[src/design/tcw_pkg.sv]
`timescale 1ns / 1ps
`default_nettype none
// ============================================================================
// tcw_pkg
// Shared types and constants for the text console character writer.
// ============================================================================
package tcw_pkg;

   // Character codes with a special meaning.
   localparam logic [7:0] CODE_BACKSPACE = 8'h08;
   localparam logic [7:0] CODE_LF        = 8'h0A;
   localparam logic [7:0] CODE_CR        = 8'h0D;
   localparam logic [7:0] BLANK_CHAR     = 8'h20;

   // Reset contents of a screen cell and reset attribute.
   localparam logic [15:0] RESET_CELL      = 16'h0F20;
   localparam logic [7:0]  RESET_ATTRIBUTE = 8'h07;

   // Input item kinds.
   localparam logic KIND_WRITE = 1'b0;
   localparam logic KIND_READ  = 1'b1;

   // Sequencer states.
   typedef enum logic [2:0] {
      ST_CLEAR,
      ST_IDLE,
      ST_COPY,
      ST_BLANK,
      ST_RESP
   } tcw_state_type;

   // Decision of the cursor unit for the character on the request port.
   typedef struct packed {
      logic store;   // a cell is written
      logic scroll;  // the screen scrolls up one line
   } tcw_cursor_type;

endpackage
`default_nettype wire

[src/design/tcw_sequencer.sv]
`timescale 1ns / 1ps
`default_nettype none
// ============================================================================
// tcw_sequencer
// Control sequencer: clearing pass, request handling, scroll sweep and
// response strobe, with one address counter shared by all sweeps.
// ============================================================================
module tcw_sequencer
   import tcw_pkg::*;
#(
   parameter int Columns = 80,
   parameter int Rows    = 25,
   parameter int AddrW   = 11
) (
   input  wire logic             clock,
   input  wire logic             reset,
   input  wire logic             start,
   output logic                  busy,
   input  wire logic             req_kind,
   input  wire logic [10:0]      req_cell_index,
   input  wire tcw_cursor_type   dec,
   input  wire logic [AddrW-1:0] cur_waddr,
   input  wire logic [7:0]       cur_char,
   input  wire logic [7:0]       attr,
   output logic                  take_write,
   output logic                  ram_we,
   output logic      [AddrW-1:0] ram_waddr,
   output logic      [15:0]      ram_wdata,
   output logic                  ram_re,
   output logic      [AddrW-1:0] ram_raddr,
   input  wire logic [15:0]      ram_rdata,
   output logic                  rsp_valid,
   output logic      [15:0]      rsp_cell_data,
   output logic                  rsp_scrolled
);

   localparam int Cells = Columns * Rows;
   localparam logic [AddrW-1:0] LastCell = AddrW'(Cells - 1);
   localparam logic [AddrW-1:0] LastCopy = AddrW'(Cells - Columns - 1);
   localparam logic [AddrW-1:0] ColsA    = AddrW'(Columns);

   tcw_state_type    state_ff, state_in;
   logic [AddrW-1:0] cnt_ff, cnt_in;
   logic             read_ff, read_in;
   logic             oob_ff, oob_in;
   logic             scroll_ff, scroll_in;

   // Write stage: a sweep beat writes the memory in the cycle after it is issued.
   logic             stage_vld_ff, stage_vld_in;
   logic             stage_copy_ff, stage_copy_in;
   logic [AddrW-1:0] stage_addr_ff, stage_addr_in;
   logic [15:0]      stage_fill_ff, stage_fill_in;

   logic             accept;
   logic [31:0]      idx32;
   logic             idx_oob;

   assign busy       = (state_ff != ST_IDLE) || stage_vld_ff;
   assign accept     = start && !busy;
   assign take_write = accept && (req_kind == KIND_WRITE);
   assign idx32      = 32'(req_cell_index);
   assign idx_oob    = idx32 >= 32'(Cells);

   // Response ports come straight from the response state.
   assign rsp_valid     = (state_ff == ST_RESP);
   assign rsp_cell_data = (read_ff && !oob_ff) ? ram_rdata : 16'h0000;
   assign rsp_scrolled  = scroll_ff;

   // Memory write port: sweep beats first, else the character write.
   always_comb begin
      if (stage_vld_ff) begin
         ram_we    = 1'b1;
         ram_waddr = stage_addr_ff;
         ram_wdata = stage_copy_ff ? ram_rdata : stage_fill_ff;
      end else begin
         ram_we    = take_write && dec.store;
         ram_waddr = cur_waddr;
         ram_wdata = {attr, cur_char};
      end
   end

   // Next state, counter and sweep beats.
   always_comb begin
      state_in      = state_ff;
      cnt_in        = cnt_ff;
      read_in       = read_ff;
      oob_in        = oob_ff;
      scroll_in     = scroll_ff;
      stage_vld_in  = 1'b0;
      stage_copy_in = 1'b0;
      stage_addr_in = cnt_ff;
      stage_fill_in = {attr, BLANK_CHAR};
      ram_re        = 1'b0;
      ram_raddr     = idx_oob ? '0 : idx32[AddrW-1:0];
      unique case (state_ff)
         ST_CLEAR: begin
            stage_vld_in  = 1'b1;
            stage_fill_in = RESET_CELL;
            if (cnt_ff == LastCell) begin
               cnt_in   = '0;
               state_in = ST_IDLE;
            end else begin
               cnt_in = cnt_ff + 1'b1;
            end
         end
         ST_IDLE: begin
            if (accept) begin
               if (req_kind == KIND_READ) begin
                  ram_re    = 1'b1;
                  read_in   = 1'b1;
                  oob_in    = idx_oob;
                  scroll_in = 1'b0;
                  state_in  = ST_RESP;
               end else begin
                  read_in   = 1'b0;
                  oob_in    = 1'b0;
                  scroll_in = dec.scroll;
                  cnt_in    = '0;
                  state_in  = dec.scroll ? ST_COPY : ST_RESP;
               end
            end
         end
         ST_COPY: begin
            // Read the cell one line below and write it here in the next cycle.
            ram_re        = 1'b1;
            ram_raddr     = cnt_ff + ColsA;
            stage_vld_in  = 1'b1;
            stage_copy_in = 1'b1;
            cnt_in        = cnt_ff + 1'b1;
            if (cnt_ff == LastCopy) begin
               state_in = ST_BLANK;
            end
         end
         ST_BLANK: begin
            stage_vld_in = 1'b1;
            if (cnt_ff == LastCell) begin
               cnt_in   = '0;
               state_in = ST_RESP;
            end else begin
               cnt_in = cnt_ff + 1'b1;
            end
         end
         ST_RESP: begin
            state_in = ST_IDLE;
         end
         default: begin
            state_in = ST_IDLE;
         end
      endcase
   end

   // Control registers.
   always_ff @(posedge clock) begin
      if (reset) begin
         state_ff     <= ST_CLEAR;
         cnt_ff       <= '0;
         read_ff      <= 1'b0;
         oob_ff       <= 1'b0;
         scroll_ff    <= 1'b0;
         stage_vld_ff <= 1'b0;
      end else begin
         state_ff     <= state_in;
         cnt_ff       <= cnt_in;
         read_ff      <= read_in;
         oob_ff       <= oob_in;
         scroll_ff    <= scroll_in;
         stage_vld_ff <= stage_vld_in;
      end
   end

   // Write stage payload.
   always_ff @(posedge clock) begin
      stage_copy_ff <= stage_copy_in;
      stage_addr_ff <= stage_addr_in;
      stage_fill_ff <= stage_fill_in;
   end

   // A taken beat always leads to a busy cycle before the next one.
   a_accept_busy: assert property (@(posedge clock) disable iff (reset)
      accept |=> busy)
      else $error("accepted beat not followed by busy");

   // A pending sweep write never meets a character write.
   a_stage_blocks: assert property (@(posedge clock) disable iff (reset)
      stage_vld_ff |-> !accept)
      else $error("sweep write collides with a request");

   // The copy phase only ends in the blanking phase.
   a_copy_order: assert property (@(posedge clock) disable iff (reset)
      (state_ff == ST_COPY) |=> (state_ff == ST_COPY || state_ff == ST_BLANK))
      else $error("copy phase left out of order");

   // A scrolled response never carries read data.
   a_scroll_write: assert property (@(posedge clock) disable iff (reset)
      (rsp_valid && rsp_scrolled) |-> !read_ff)
      else $error("scroll flagged on a read response");

endmodule
`default_nettype wire

[config.mk]
export PLATFORM = sky130hd
export DESIGN_NAME = tcw_sequencer
export DESIGN_NICKNAME = d
export VERILOG_FILES = /design/src/design/tcw_pkg.sv /design/src/design/tcw_sequencer.sv
export SDC_FILE = /design/constraint.sdc
export NUM_CORES = 1
export LEC_CHECK = 0
export BUFFER_PORTS_ARGS = -buffer_cell sky130_fd_sc_hd__buf_2
export CORE_MARGIN = 2
export CORE_UTILIZATION = 42
export CTS_CLUSTER_SIZE = 25
export DETAILED_ROUTE_END_ITERATION = 10
export PLACE_DENSITY_LB_ADDON = 0.2
export SLEW_MARGIN = 30
export SYNTH_ARGS = -nofsm -noshare
export SYNTH_HDL_FRONTEND = slang
export SYNTH_SLANG_ARGS = --single-unit
[constraint.sdc]
create_clock -name clock -period 2.15 [get_ports clock]
set_input_delay 0.43 -clock clock [delete_from_list [all_inputs] [get_ports clock]]
set_output_delay 0.43 -clock clock [all_outputs]
set_load 0.05 [all_outputs]
## Yosys cells after proc, flatten, opt, wreduce, memory -nomap -nowiden

Cells that the tools add are included.

| storage, ports and cells | value |
|---|---|
| register bits | 46 |
| input bits | 60 |
| output and inout bits | 60 |
| word-level logic and storage cells | 65 |

| operators by class | value |
|---|---|
| $add $sub $neg | 2 |
| order comparisons | 1 |
| equality and inequality tests | 12 |
| mux-type cells | 25 |
| bitwise logic cells | 1 |
| reduce and logical (&&, ||, !) cells | 14 |

Operators with widths:

| cell | count |
|---|---|
| two-way mux 11 bit | 6 |
| two-way mux 16 bit | 3 |
| case mux 11 bit (3 select lines) | 1 |
| == test 11 bit (second input constant) | 2 |
| two-way mux 3 bit | 6 |
| case mux 3 bit (4 select lines) | 1 |
| adder 11 x 1 -> 11 bit (second input constant) | 1 |
| adder 11 x 7 -> 11 bit (second input constant) | 1 |
| >= comparator 11 bit (second input constant) | 1 |
| inequality test 2 bit (second input constant) | 5 |
| two-way mux 1 bit | 7 |
| == test 3 x 2 -> 1 bit (second input constant) | 2 |
| logical AND 1 bit | 4 |
| AND reduction 4 bit | 1 |
| == test 3 x 1 -> 1 bit (second input constant) | 1 |
| == test 3 bit (second input constant) | 1 |
| zero test 3 bit | 1 |
| inequality test 3 x 1 -> 1 bit (second input constant) | 1 |
| AND reduction 3 bit | 1 |
| nonzero test 3 bit | 1 |
| OR reduction 3 bit | 1 |
| zero test 1 bit | 2 |
| case mux 1 bit (2 select lines) | 1 |
| AND reduction 2 bit | 1 |
| other kinds (3) | 3 |

## Depth between registers and ports, before layout

| logic depth | value |
|---|---|
| word-level depth | 7 |
| gate-level depth with buffers | 8 |

## Least setup slack after synthesis

OpenSTA, ideal clock, no wires.

| timing path | value |
|---|---|
| kind | flip-flop to output port |
| start | register cnt_ff[4] |
| end | output port ram_raddr[10] |
| arrival | 2137 ps |
| data required time | 1720 ps |
| slack | -417 ps |
| cell stages (with the launch flop) | 6 |
| path through | dfxtp_1 -> ha_1 -> o21ai_0 -> nor2_1 -> xnor2_1 -> o21ai_0 |

| on the way | value |
|---|---|
| longest elaborated chain between the ends | 2 |

Ends and longest elaborated chain:

| element | line | RTL |
|---|---|---|
| start, declared | tcw_sequencer.sv:43 | `logic [AddrW-1:0] cnt_ff, cnt_in;` |
| start signal, assigned | tcw_sequencer.sv:163 | `cnt_ff <= cnt_in;` |
| adder 11 x 7 -> 11 bit | tcw_sequencer.sv:126 | `ram_raddr = cnt_ff + ColsA;` |
| two-way mux 11 bit | tcw_sequencer.sv:95 | `unique case (state_ff)` |
| end, declared | tcw_sequencer.sv:30 | `output logic [AddrW-1:0] ram_raddr,` |

No other way between the ends.

## Worst setup path in the final report

| timing path | value |
|---|---|
| start | register state_ff[0] |
| end | output port ram_raddr[3] |

| on the way | value |
|---|---|
| longest elaborated chain between the ends | 2 |

Ends and longest elaborated chain:

| element | line | RTL |
|---|---|---|
| start, declared | tcw_sequencer.sv:42 | `tcw_state_type state_ff, state_in;` |
| start signal, assigned | tcw_sequencer.sv:162 | `state_ff <= state_in;` |
| == test 3 x 2 -> 1 bit | tcw_sequencer.sv:95 |  |
| two-way mux 11 bit | tcw_sequencer.sv:95 |  |

No other way between the ends.

==> flow_metrics.tcl <==
set metrics [dict create \
    rr_startpoint "cnt_ff[4]$_SDFFE_PP0P_" \
    drive_gt1_share_pct 45.1 \
    grt_overflow_total 0 \
    worstSetupPathType "reg2out" \
    fillers 478 \
    layout.nets 459 \
    final-hold-violation-count 0 \
    total_power_uw 3190 \
    power_switching_uw 1380 \
    wl_mm 5.90 \
    p_sw_share_pct 43.5 \
    clkPwrFrac_pct 22.5 \
    timing.hold.ws_ps 349 \
    crit_path_end_kind "output pin" \
    fin_skew_ps 9.43 \
    setup-violations-final 0 \
    grt.total_usage_pct 20.1 \
    row_count 26 \
    relSlewSlack_pct 72.2 \
    synth-async-reset-ratio_pct 0 \
    yosysTopAreaCell "dfxtp_1" \
    dp_hpwl_mm 4.70 \
    start_util_pct 43.3 \
    port_buffers 119 \
    fin_cells 467 \
    die_height_um 76.3 \
    dieArea_mm2 0.00583 \
    tritoncts "done" \
    synthCells 268 \
    grt_pass1_wl_mm 9.63 \
    dp_cells 459 \
    antenna_found_initial 0 \
    cts.sinks 38 \
    synth_cell_types 46 \
    wl_per_cell_um 12.6 \
    p_int_uw 1800 \
    synth_top_area_share_pct 34.6 \
    numCtsBuffers 5 \
    critical_path.startpoint "state_ff[0]$_SDFFE_PP0P_" \
    period_share_pct 94.2 \
    r2r-end "cnt_ff[8]$_SDFFE_PP0P_" \
    placed_cell_area_mm2 0.00293 \
    first_iter_violations 149 \
    dr.pass1.iters 4 \
    synth_area_leaders "dfxtp_1 (35%), mux2_2 (5.6%), and2_1 (5.1%), o21ai_0 (4.8%), nand2_1 (4.4%)" \
    syn-num-nets 331 \
    grt_max_degree 29 \
    rsz0062_at_grt "true" \
    power_leakage_uw 0.00148 \
    synth.most_common_cell "dfxtp_1" \
    worstSetupEndpoint "ram_raddr[3]" \
    yosysSeqAreaShare_pct 34.6 \
    register_area_um2 771 \
    ys_top_cells_by_count "dfxtp_1 (38), nand2_1 (26), nor2_1 (26), o21ai_0 (21), a21oi_1 (19)" \
    area_growth_pct 42.3 \
    clkTransAtPathRegs_ps 70 \
    peakVddDrop_mv 0.654 \
    htreeDepth 2 \
    p_seq_share_pct 27.2 \
    r2r_cells 8 \
    clockBufferDepth 2 \
    crit_required_ps 1720 \
    via_per_inst 4.85 \
    slew_viol_final 0 \
    postRouteAntennaNets 0 \
    power.density_mw_per_mm2 1020 \
    synth_area_per_cell_um2 8.20 \
    diodes 0 \
    fmax_ghz 0.494 \
    grt_pass1_vias 2027 \
    drv_cap 0 \
    gp_congestion 0.887 \
    startpoint_type "flop" \
    synth_area_mm2 0.00220 \
    min_path_type "in2reg" \
    fin_crit_ps 2030 \
    worst_pin_slew_ps 416 \
    multi_input_area_mm2 0.00132 \
    synth_seq_cells 38 \
    cts_setup_buffers 0 \
    yosysWarnings 0 \
    comb_power_share_pct 50.3 \
    synth_edf_count 0 \
    vias 2264 \
    num_io_pins 120 \
    core_area_mm2 0.00507 \
    path_max_fanout 11 \
    ff2ff_setup_slack_ps 330 \
    cts_root_buffer "clkbuf_8" \
    critical_path_arrival_ps 1600 \
    insertion_delay_ps 290 \
    synth_ff_type "dfxtp_1" \
    status "finished, final reports clean" \
    route.detailed.drc 0 \
    fin_area_mm2 0.00313 \
    die-width_um 76.3 \
]
-- worst min path at each step --
| stage | start | to | slack [ps] | cells after the start |
|---|---|---|---|---|
| finish | attr[2] | stage_fill_ff[10]$_SDFF_PN1_ | 350 | 2 |
| global route | attr[0] | stage_fill_ff[8]$_SDFF_PN1_ | 340 | 2 |
| CTS | attr[2] | stage_fill_ff[10]$_SDFF_PN1_ | 340 | 2 |
| detailed placement | cnt_ff[10]$_SDFFE_PP0P_ | stage_addr_ff[10]$_DFF_P_ | 420 | 0 |
| global placement | cnt_ff[5]$_SDFFE_PP0P_ | stage_addr_ff[5]$_DFF_P_ | 410 | 0 |
| floorplan | cnt_ff[6]$_SDFFE_PP0P_ | stage_addr_ff[6]$_DFF_P_ | 330 | 0 |
-- metal layers --
layer	vias up	wire length, um	global-route usage, %
li1	1181	-	-
met1	985	2700	27.4
met2	93	2770	32.7
met3	5	378	3.44
met4	0	51	5.45
met5	-	0	0
-- placed cells by master, fill, tap and decap left out, types with 8 or more instances in the layout --
cell / count
buf_2: 108
inv_1: 14
nand2_1: 26
o21ai_0: 10
o21ai_1: 11
dfxtp_1: 34
buf_4: 20
and2_1: 18
mux2i_1: 8
mux2_2: 11
nor2_1: 25
a21oi_1: 19
-- cell families (layout without fill, tap and decap cells) --
logic type,count (synthesis),count (layout),synth area share (%)
flops,38,38,34.6
compound gates,62,62,18.7
mux,19,19,9.28
xor+xnor,9,9,3.59
simple gates,109,109,26.3
fa+ha+maj,3,3,1.71
buf+inv,28,157,5.81
-- power groups by stage --
stage                     registers (uW)  logic [uW]  clock network, uW
after floorplan                      865        1200                  0
after global placement               879        1560                  0
after detailed placement             881        1570                  0
after CTS                            865        1580                734
after global routing                 879        1710                772
final                                868        1600                716
-- registers in the layout, indices dropped and copies added, names as in the netlist, 3 cells and up --
name	count
state_ff	3
stage_addr_ff	11
cnt_ff	11
stage_fill_ff	8
-- critical path, cell delays in order (launching register included) --
cell,delay [ps]
dfxtp_1,310
nand2b_4,160
nand2b_1,160
inv_1,80
nor2_1,50
buf_4,160
a22o_2,210
buf_4,180
-- per-stage QoR --
step	util (%)	TNS, ps	setup slack [ps]
final	61.6	0	124
after CTS	60.6	0	7.60
after floorplan	-	-498	-156
after global routing	61.6	-22.1	-8.69
after global placement	57.8	0	267
after detailed placement	57.8	0	247
-- layout make-up --
cell class / count / share of cell area [%]
clock inverters: 3 / 2.20
well taps: 70 / 2.80
repair buffers: 135 / 24.1
flip-flops and latches: 38 / 24.6
inverters: 14 / 1.68
multi-input cells: 202 / 42.3
clock buffers: 5 / 2.20
-- repair_timing --
item                                    in CTS  in global routing
gates resized for setup                      4                 24
endpoints found under the setup margin      11                 28
hold buffers                                 0                  0
Note: power is estimated with default switching activity, not from simulation.
