**config.mk**
```make
export PLATFORM = sky130hd
export DESIGN_NAME = tcw_cursor
export DESIGN_NICKNAME = d
export VERILOG_FILES = /design/src/design/tcw_pkg.sv /design/src/design/tcw_cursor.sv
export SDC_FILE = /design/constraint.sdc
export NUM_CORES = 1
export LEC_CHECK = 0
export BUFFER_PORTS_ARGS = -buffer_cell sky130_fd_sc_hd__buf_2
export CORE_ASPECT_RATIO = 1.4
export CORE_MARGIN = 1.5
export CORE_UTILIZATION = 27
export CTS_CLUSTER_DIAMETER = 50
export DETAILED_ROUTE_END_ITERATION = 10
export PLACE_DENSITY = 0.54
export SLEW_MARGIN = 20
export SYNTH_ARGS = -nofsm -noshare
export SYNTH_HDL_FRONTEND = slang
export SYNTH_SLANG_ARGS = --single-unit
```
**constraint.sdc**
```tcl
create_clock -name clock -period 9.8 [get_ports clock]
set_clock_uncertainty 0.15 [all_clocks]
set_input_delay 2.45 -clock clock [delete_from_list [all_inputs] [get_ports clock]]
set_output_delay 2.45 -clock clock [all_outputs]
set_load 0.03 [all_outputs]
```
**src/design/tcw_pkg.sv**
```systemverilog
`timescale 1ns / 1ps
`default_nettype none
// ============================================================================
// tcw_pkg
// Shared types and constants for the text console character writer.
// ============================================================================
package tcw_pkg;

   // Character codes with a special meaning.
   localparam logic [7:0] CODE_BACKSPACE = 8'h08;
   localparam logic [7:0] CODE_LF        = 8'h0A;
   localparam logic [7:0] CODE_CR        = 8'h0D;
   localparam logic [7:0] BLANK_CHAR     = 8'h20;

   // Reset contents of a screen cell and reset attribute.
   localparam logic [15:0] RESET_CELL      = 16'h0F20;
   localparam logic [7:0]  RESET_ATTRIBUTE = 8'h07;

   // Input item kinds.
   localparam logic KIND_WRITE = 1'b0;
   localparam logic KIND_READ  = 1'b1;

   // Sequencer states.
   typedef enum logic [2:0] {
      ST_CLEAR,
      ST_IDLE,
      ST_COPY,
      ST_BLANK,
      ST_RESP
   } tcw_state_type;

   // Decision of the cursor unit for the character on the request port.
   typedef struct packed {
      logic store;   // a cell is written
      logic scroll;  // the screen scrolls up one line
   } tcw_cursor_type;

endpackage
`default_nettype wire

```
**src/design/tcw_cursor.sv**
```systemverilog
`timescale 1ns / 1ps
`default_nettype none
// ============================================================================
// tcw_cursor
// Cursor column, row and linear offset, and the decode of one character.
// ============================================================================
module tcw_cursor
   import tcw_pkg::*;
#(
   parameter int Columns = 80,
   parameter int Rows    = 25,
   parameter int AddrW   = 11
) (
   input  wire logic             clock,
   input  wire logic             reset,
   input  wire logic             take,
   input  wire logic [7:0]       char_code,
   output tcw_cursor_type        dec,
   output logic      [AddrW-1:0] wr_addr,
   output logic      [7:0]       wr_char,
   output logic      [AddrW-1:0] pos
);

   localparam int ColW = $clog2(Columns);
   localparam int RowW = $clog2(Rows);
   localparam logic [ColW-1:0]  LastCol = ColW'(Columns - 1);
   localparam logic [RowW-1:0]  LastRow = RowW'(Rows - 1);
   localparam logic [AddrW-1:0] ColsA   = AddrW'(Columns);

   logic [ColW-1:0]  col_ff, col_in;
   logic [RowW-1:0]  row_ff, row_in;
   logic [AddrW-1:0] pos_ff, pos_in;
   logic [AddrW-1:0] line_start;
   logic             is_print;

   assign pos        = pos_ff;
   assign line_start = pos_ff - AddrW'(col_ff);
   // Printable codes are 0x20 through 0x7F.
   assign is_print   = !char_code[7] && (char_code[6:5] != 2'b00);

   // Decode the character and work out the next cursor position.
   always_comb begin
      col_in     = col_ff;
      row_in     = row_ff;
      pos_in     = pos_ff;
      dec.store  = 1'b0;
      dec.scroll = 1'b0;
      wr_addr    = pos_ff;
      wr_char    = char_code;
      if (char_code == CODE_CR) begin
         col_in = '0;
         pos_in = line_start;
      end else if (char_code == CODE_LF || is_print) begin
         dec.store = is_print;
         if (is_print && col_ff != LastCol) begin
            col_in = col_ff + 1'b1;
            pos_in = pos_ff + 1'b1;
         end else begin
            // New line; at the bottom row the screen scrolls instead.
            col_in = '0;
            if (row_ff == LastRow) begin
               dec.scroll = 1'b1;
               pos_in     = line_start;
            end else begin
               row_in = row_ff + 1'b1;
               pos_in = line_start + ColsA;
            end
         end
      end else if (char_code == CODE_BACKSPACE) begin
         dec.store = 1'b1;
         wr_char   = BLANK_CHAR;
         if (pos_ff != '0) begin
            wr_addr = pos_ff - 1'b1;
            pos_in  = pos_ff - 1'b1;
            if (col_ff != '0) begin
               col_in = col_ff - 1'b1;
            end else begin
               row_in = row_ff - 1'b1;
               col_in = LastCol;
            end
         end else begin
            wr_addr = '0;
         end
      end
   end

   // Cursor registers move only when a write beat is taken.
   always_ff @(posedge clock) begin
      if (reset) begin
         col_ff <= '0;
         row_ff <= '0;
         pos_ff <= '0;
      end else if (take) begin
         col_ff <= col_in;
         row_ff <= row_in;
         pos_ff <= pos_in;
      end
   end

endmodule
`default_nettype wire

```
* Word-level counts from Yosys, hierarchy flattened
Cells that the tools add are included.
** Operators by class
- Mux-type cells :: 31
- $add $sub $neg :: 8
- Eq/ne operators :: 8
- Bitwise operators :: 1
- Reduce and logical (&&, ||, !) cells :: 13
** Operators by type and width (count)
- two-way mux 11 bit :: 10
- two-way mux 7 bit :: 6
- two-way mux 5 bit :: 6
- equality test 8 x 4 -> 1 bit (second input constant) :: 3
- two-way mux 8 bit :: 3
- adder 11 x 1 -> 11 bit (second input constant) :: 1
- adder 11 x 7 -> 11 bit (second input constant) :: 1
- nonzero test 11 bit :: 1
- subtractor 11 x 1 -> 11 bit (second input constant) :: 1
- subtractor 11 x 7 -> 11 bit :: 1
- adder 7 x 1 -> 7 bit (second input constant) :: 1
- != test 7 bit (second input constant) :: 1
- AND reduction 7 bit :: 1
- nonzero test 7 bit :: 1
- subtractor 7 x 1 -> 7 bit (second input constant) :: 1
- != test 2 bit (second input constant) :: 3
- nonzero test 2 bit :: 3
- nonzero test 3 bit :: 2
- adder 5 x 1 -> 5 bit (second input constant) :: 1
- equality test 5 bit (second input constant) :: 1
- two-way mux 1 bit :: 5
- subtractor 5 x 1 -> 5 bit (second input constant) :: 1
- AND reduction 3 bit :: 1
- logical AND 1 bit :: 2
- 4 further kinds :: 4
** Word-level totals
- Logic and storage cells :: 64
- Register bits :: 23

* Longest topological paths before layout
Gate-level depths: netlist of run 1.
- Word-level depth :: 6
- Mapped depth :: 13
- Gate-level depth less buffers :: 13

* Worst setup path after synthesis of run 1
No wires, ideal clock.
- Path type :: input port to output port
- From :: input port char_code[4]
- To :: output port wr_addr[4]
- Arrival :: 4.445 ns
- Stages :: 5
- Setup slack :: 2.755 ns
- Required time :: 7.200 ns
- Cells stage by stage :: or3b_4 > or3_4 > nor2b_1 > o21ai_0 > o31ai_1
** On the way
- Longest elaborated chain between the ends :: 4
** RTL lines
- start: declaration :: RTL line tcw_cursor.sv:17 : input wire logic [7:0] char_code,
- equality test 8 x 4 -> 1 bit, on equally long branches :: RTL line tcw_cursor.sv:69, tcw_cursor.sv:53
- two-way mux 11 bit / logical OR 1 bit (equally long branches) :: RTL line tcw_cursor.sv:69, tcw_cursor.sv:53
- two-way mux 11 bit :: RTL line tcw_cursor.sv:53 : end else if (char_code == CODE_LF || is_print) begin
- two-way mux 11 bit * :: RTL line tcw_cursor.sv:50 : if (char_code == CODE_CR) begin
- end: declaration :: RTL line tcw_cursor.sv:19 : output logic [AddrW-1:0] wr_addr,
Every way passes the cells marked *; elsewhere a longest branch is shown, timed or not.

* Worst setup path in the final report of run 1
- From :: input port char_code[4]
- To :: output port wr_addr[9]
The elaborated chain is that of the path after synthesis.

==> metrics.txt, run 1 <==
I/O pins 43; Avg Inst Size Synth 7.01 sq um; Final Slew Violations 0; initial antenna violation count 0; detailed placement HPWL 6920 microns; drt first pass iters 5; Die Width 89.6 microns; Iter 0 DRT Violations 197; synth warn 0; die height 124 microns; #FFs+latches synth 23; RSZ-0062 raised after global routing false; Primary FF master, synth dfxtp_1; clk sink count 23; Power Dens Cells 146 mW/mm^2; critical path class in2out; clock power share 20.3%; Synth Area in XOR/XNOR 4.94%; Post-CTS Resized 0; leading area contributor after synthesis dfxtp_1; layout cells sized above 1 16.4%; Rows 44; Worst R2R Start pos[0]; compound-cell area share of the yosys netlist 33.6%; Worst slew margin 42.0%; Worst Hold Class reg2reg; area of the die 0.0111 sq mm; worst skew pair latency 270 ps; FILL cells 1143; port bufs 42; fraction of the cycle the final worst path needs 74.2%; GRT Resource Usage Total 17.0%; Mapped Area 0.00284 sq mm; status finished clean; worst slew pin tran 862 ps; Routed Antenna Nets 0; Initial Util 27.6%; largest family of logic cells by synthesized area compound AO/OA/AOI/OAI gates; largest net degree at the start of global routing 25; max-cap violations 0; Gate Count Post-Synth 405; Leak 1.26 nW; Peak supply drop 59.8 uV; routed vias 3136; crit path launch type input port; sequential area share after synthesis 16.2%; # diodes 0; mux contribution to synthesized area 0.397%; simple-gate share of the synthesized area 29.2%; min Tclk post-route 7270 ps; r2r endpoint pos[9]; Critical Path Fanout Max 5; register share of total power 25.5%; CTS buffer count 3; leading cell types by total area after synthesis dfxtp_1, ha_1, a21oi_1; Setup TNS Final 0 ps; P_int 249 uW; flop2flop setup slack 6040 ps; clock slew at reported path FFs 60 ps; core area 0.0103 sq mm; Synth Area in Adders 8.02%; Vias per Instance 5.60; vias in the first global route 3029; routed wire length 9290 microns; CTS Root Cell clkbuf_16; Combinational Power Share 54.2%; # setup viols final 0; Worst Setup End Kind primary output; Net Sw Frac 46.4%; H-tree Lvls 1; RD Place Congestion 0.892; WL/cell 16.6 microns; CTS tree yes; Remaining DRCs 0; Reg2Reg Depth 12; Cells on Worst Hold Path 2; post-layout util 31.0%; clk buf depth 2; GRT overflow 0; number of enable flip-flop cells after synthesis 0; hold_buf cts 0; Hold Startpoint col_ff[1]; post-synthesis net count 433; P_sw 216 uW; Netlist cell types 71; final hold vios 0; P&R area growth vs syn 12.5%; WHS 338 ps; Yosys top cell area share 16.2%; Nets 451; setup fix buffers added after clock tree synthesis 0; global-route wire length before repair 14900 microns; Critical Path AT 4670 ps; worst path required time 7200 ps; fmax 138 MHz; ys async rst share 0%; Hold Path Sink col_ff[1]
per-stage QoR:
step / setup WS (ps) / power (mW) / area (sq um) / std cells
floorplan: 2760 / 0.313 / 2840 / 405
global placement: 2560 / 0.366 / 3110 / 556
detailed placement: 2560 / 0.369 / 3110 / 556
CTS: 2540 / 0.467 / 3190 / 560
global route: 2410 / 0.500 / 3190 / 560
finish: 2530 / 0.466 / 3190 / 560
area by class of cell:
cell class                 instances  area [sq um]  share of cell area (%)
tap                              138           173                    5.41
inverter                          21          78.8                    2.47
timing repair buffer              44           225                    7.05
sequential                        23           460                    14.4
multi-input combinational        330          2180                    68.2
clock buffer                       4          78.8                    2.47
worst max-delay path by stage:
stage | startpoint | end | slack (ps) | cells after the start
after detailed placement | char_code[4] | wr_addr[9] | 2560 | 7
after global routing | char_code[4] | wr_addr[9] | 2410 | 7
after global placement | char_code[4] | wr_addr[9] | 2560 | 7
after CTS | char_code[4] | wr_addr[9] | 2540 | 7
final | char_code[4] | wr_addr[9] | 2530 | 7
after floorplan | char_code[4] | wr_addr[4] | 2760 | 5
power groups by stage:
stage,registers (mW),logic [mW],clock network (mW)
floorplan,0.117,0.196,0
global placement,0.121,0.245,0
detailed placement,0.120,0.248,0
CTS,0.118,0.249,0.0991
global route,0.121,0.279,0.101
finish,0.119,0.253,0.0944
cell usage in the layout, fill, tap and decap left out, drive strengths merged, types with 13 or more instances in the layout:
| cell type | n |
|---|---|
| o21ai | 28 |
| nand2 | 36 |
| nor3 | 13 |
| buf | 44 |
| inv | 21 |
| a21oi | 36 |
| nor2 | 46 |
| dfxtp | 23 |
| nand3 | 14 |
| ha | 15 |
Yosys cell counts, types with 3 or more instances:
library cell / count
a211oi_1: 4
a21o_1: 6
a21oi_1: 36
a221oi_1: 3
a311oi_1: 3
a31oi_1: 9
and2_1: 4
and3_1: 7
buf_2: 3
clkbuf_1: 26
dfxtp_1: 23
ha_1: 15
inv_1: 20
nand2_1: 36
nand2b_1: 3
nand3_1: 14
nand4_1: 3
nor2_1: 44
nor3_1: 12
nor4_1: 3
o211ai_1: 5
o21ai_0: 25
o221ai_1: 7
o22ai_1: 6
o31ai_1: 6
or3_1: 6
or4_1: 5
xnor2_1: 9
xor2_1: 7
sequential cells by signal, indices dropped and copies added, names as in the netlist:
signal  count
row_ff      5
col_ff      7
pos        11
critical path, cell delays in order:
cell and delay [ps]:
buf_2 100, or3b_4 410, or3_4 360, nor2b_1 320, o21ai_0 360, o31ai_1 400
buf_2 270
per-layer routing:
layer / vias up / part of all wire (%) / GRT usage, % / wire length [microns]
met3: 19 / 4.6 / 0.994 / 424
met2: 90 / 52 / 30.3 / 4810
met5: - / 0 / 0 / 0
li1: 1544 / - / - / -
met4: 0 / 3.1 / 8.05 / 288
met1: 1483 / 41 / 19.9 / 3770
cell families (layout without fill, tap and decap cells):
| group | after synthesis | after routing |
|---|---|---|
| AOI/OAI and AO/OA | 140 | 140 |
| xor gates and xnor gates | 16 | 16 |
| muxes | 1 | 1 |
| buffers and inverters | 52 | 69 |
| DFF | 23 | 23 |
| and+or+nand+nor | 156 | 156 |
| adders and majority gates | 17 | 17 |
Power figures use the tool's default switching activity.
==> run 2: changes to the inputs <==
PLACE_DENSITY = 0.55   (was 0.54)
clock period = 6.65 ns   (was 9.8 ns; I/O delays follow)
==> metrics.txt, run 2 (synthesis results as in run 1) <==
RD Place Congestion 1.00; Worst R2R Start pos[0]; Initial Util 27.6%; status finished clean; worst slew pin tran 874 ps; crit path capture wr_addr[9]; GRT overflow 0; top layer in use met4; max reg flops 11; largest net degree at the start of global routing 25; Critical Path Fanout Max 5; Combinational Power Share 54.4%; P&R area growth vs syn 13.1%; filler-free cell count of the finished design 563; RSZ-0062 raised after global routing false; core area 0.0103 sq mm; routed vias 3237; clk buf depth 2; most common cell after layout, fill and taps aside nor2_1; worst path required time 4840 ps; Reg2Reg Depth 13; Worst slew margin 41.2%; crit path launch type input port; H-tree Lvls 1; global-route wire length before repair 15500 microns; met3 routed WL 442 microns; GRT Resource Usage Total 17.7%; Worst path slowest cell or3b_4; Peak supply drop 91.2 uV; die height 124 microns; initial antenna violation count 0; Power Dens Cells 215 mW/mm^2; Critical Path AT 3900 ps; routed wire length 9490 microns; layout cells sized above 1 16.7%; Nets 454; Leak 1.27 nW; fraction of the cycle the final worst path needs 85.9%; Iter 0 DRT Violations 209; CTS buffer count 3; clock slew at reported path FFs 60 ps; vias in the first global route 3077; Rows 44; Worst Hold Class reg2reg; Final Slew Violations 0; met2 routed WL 4930 microns; Hold Startpoint col_ff[1]; Vias per Instance 5.75; I/O pins 43; area of the die 0.0111 sq mm; detailed placement HPWL 7060 microns; CTS Root Cell clkbuf_16; P_int 369 uW; clock power share 20.2%; Net Sw Frac 46.6%; CTS tree yes; setup fix buffers added after clock tree synthesis 0; hold_buf cts 0; clk sink count 23; Routed Antenna Nets 0; min Tclk post-route 5710 ps; CP cell instances buf_2 -> or3b_4 -> or3_4 -> nor2b_1 -> o21ai_0 -> o31ai_1 -> buf_2; crit-path max cell delay 410 ps; most frequent CP cell buf_2; critical path class in2out; Die Width 89.6 microns; Worst Setup End Kind primary output; placed insts 559; max-cap violations 0; fmax 175 MHz; FILL cells 1147; power after layout 691 uW; r2r endpoint pos[8]; flop2flop setup slack 2810 ps; M1 WL 3830 microns; crit path from char_code[4]; worst skew pair latency 270 ps; WL/cell 16.9 microns; # diodes 0; Setup TNS Final 0 ps; final hold vios 0; # setup viols final 0; drt first pass iters 5; Remaining DRCs 0; P_sw 322 uW; most frequent cells in the layout nor2_1, buf_2, nand2_1, a21oi_1, o21ai_0; Post-CTS Resized 0; register share of total power 25.4%; port bufs 42
## run 2: cell types whose count changed in the layout (fill, tap and decap cells not counted), sizes merged
cell / before / now
buf: 44 / 47
## run 2: area by class of cell
type	count	area (sq um)	share of cell area [%]
flip-flops and latches	23	460	14.3
well taps	138	173	5.38
repair buffers	47	248	7.72
multi-input cells	330	2170	67.6
clock buffers	4	78.8	2.46
inverters	21	78.8	2.46
## run 2: how the worst min path moves through the flow
stage | depth (start not counted) | endpoint
after floorplan | 2 | row_ff[4]
after global placement | 2 | col_ff[1]
after detailed placement | 2 | row_ff[4]
after CTS | 2 | row_ff[4]
after global routing | 2 | col_ff[1]
final | 2 | col_ff[1]
## run 2: per-stage QoR
| step | hold WS [ps] | utilization (%) | cell area (sq um) | setup slack [ps] |
|---|---|---|---|---|
| CTS | 350 | 31.2 | 3210 | 928 |
| global placement | 325 | 30.4 | 3130 | 987 |
| global route | 379 | 31.2 | 3210 | 771 |
| detailed placement | 341 | 30.4 | 3130 | 961 |
| finish | 345 | 31.2 | 3210 | 938 |
| floorplan | 308 | - | 2840 | 1180 |
## run 2: critical path, delay by kind of cell
kind | cells | cell delay [ps]
AND/OR/NAND/NOR | 3 | 1110
AO/OA/AOI/OAI | 2 | 760
buffers and inverters | 2 | 360
## run 2: routing by layer
| metal | vias to the layer above | track usage [%] |
|---|---|---|
| met5 | - | 0 |
| met4 | 0 | 7.24 |
| met3 | 22 | 1.06 |
| met2 | 136 | 31.4 |
| met1 | 1530 | 21.3 |
| li1 | 1549 | - |
## run 2: power groups by stage
stage               combinational (mW)  sequential (mW)  clock, mW
floorplan                        0.288            0.173          0
global route                     0.417            0.178      0.148
global placement                 0.365            0.178          0
finish                           0.376            0.175      0.140
detailed placement               0.370            0.178          0
CTS                              0.371            0.174      0.143
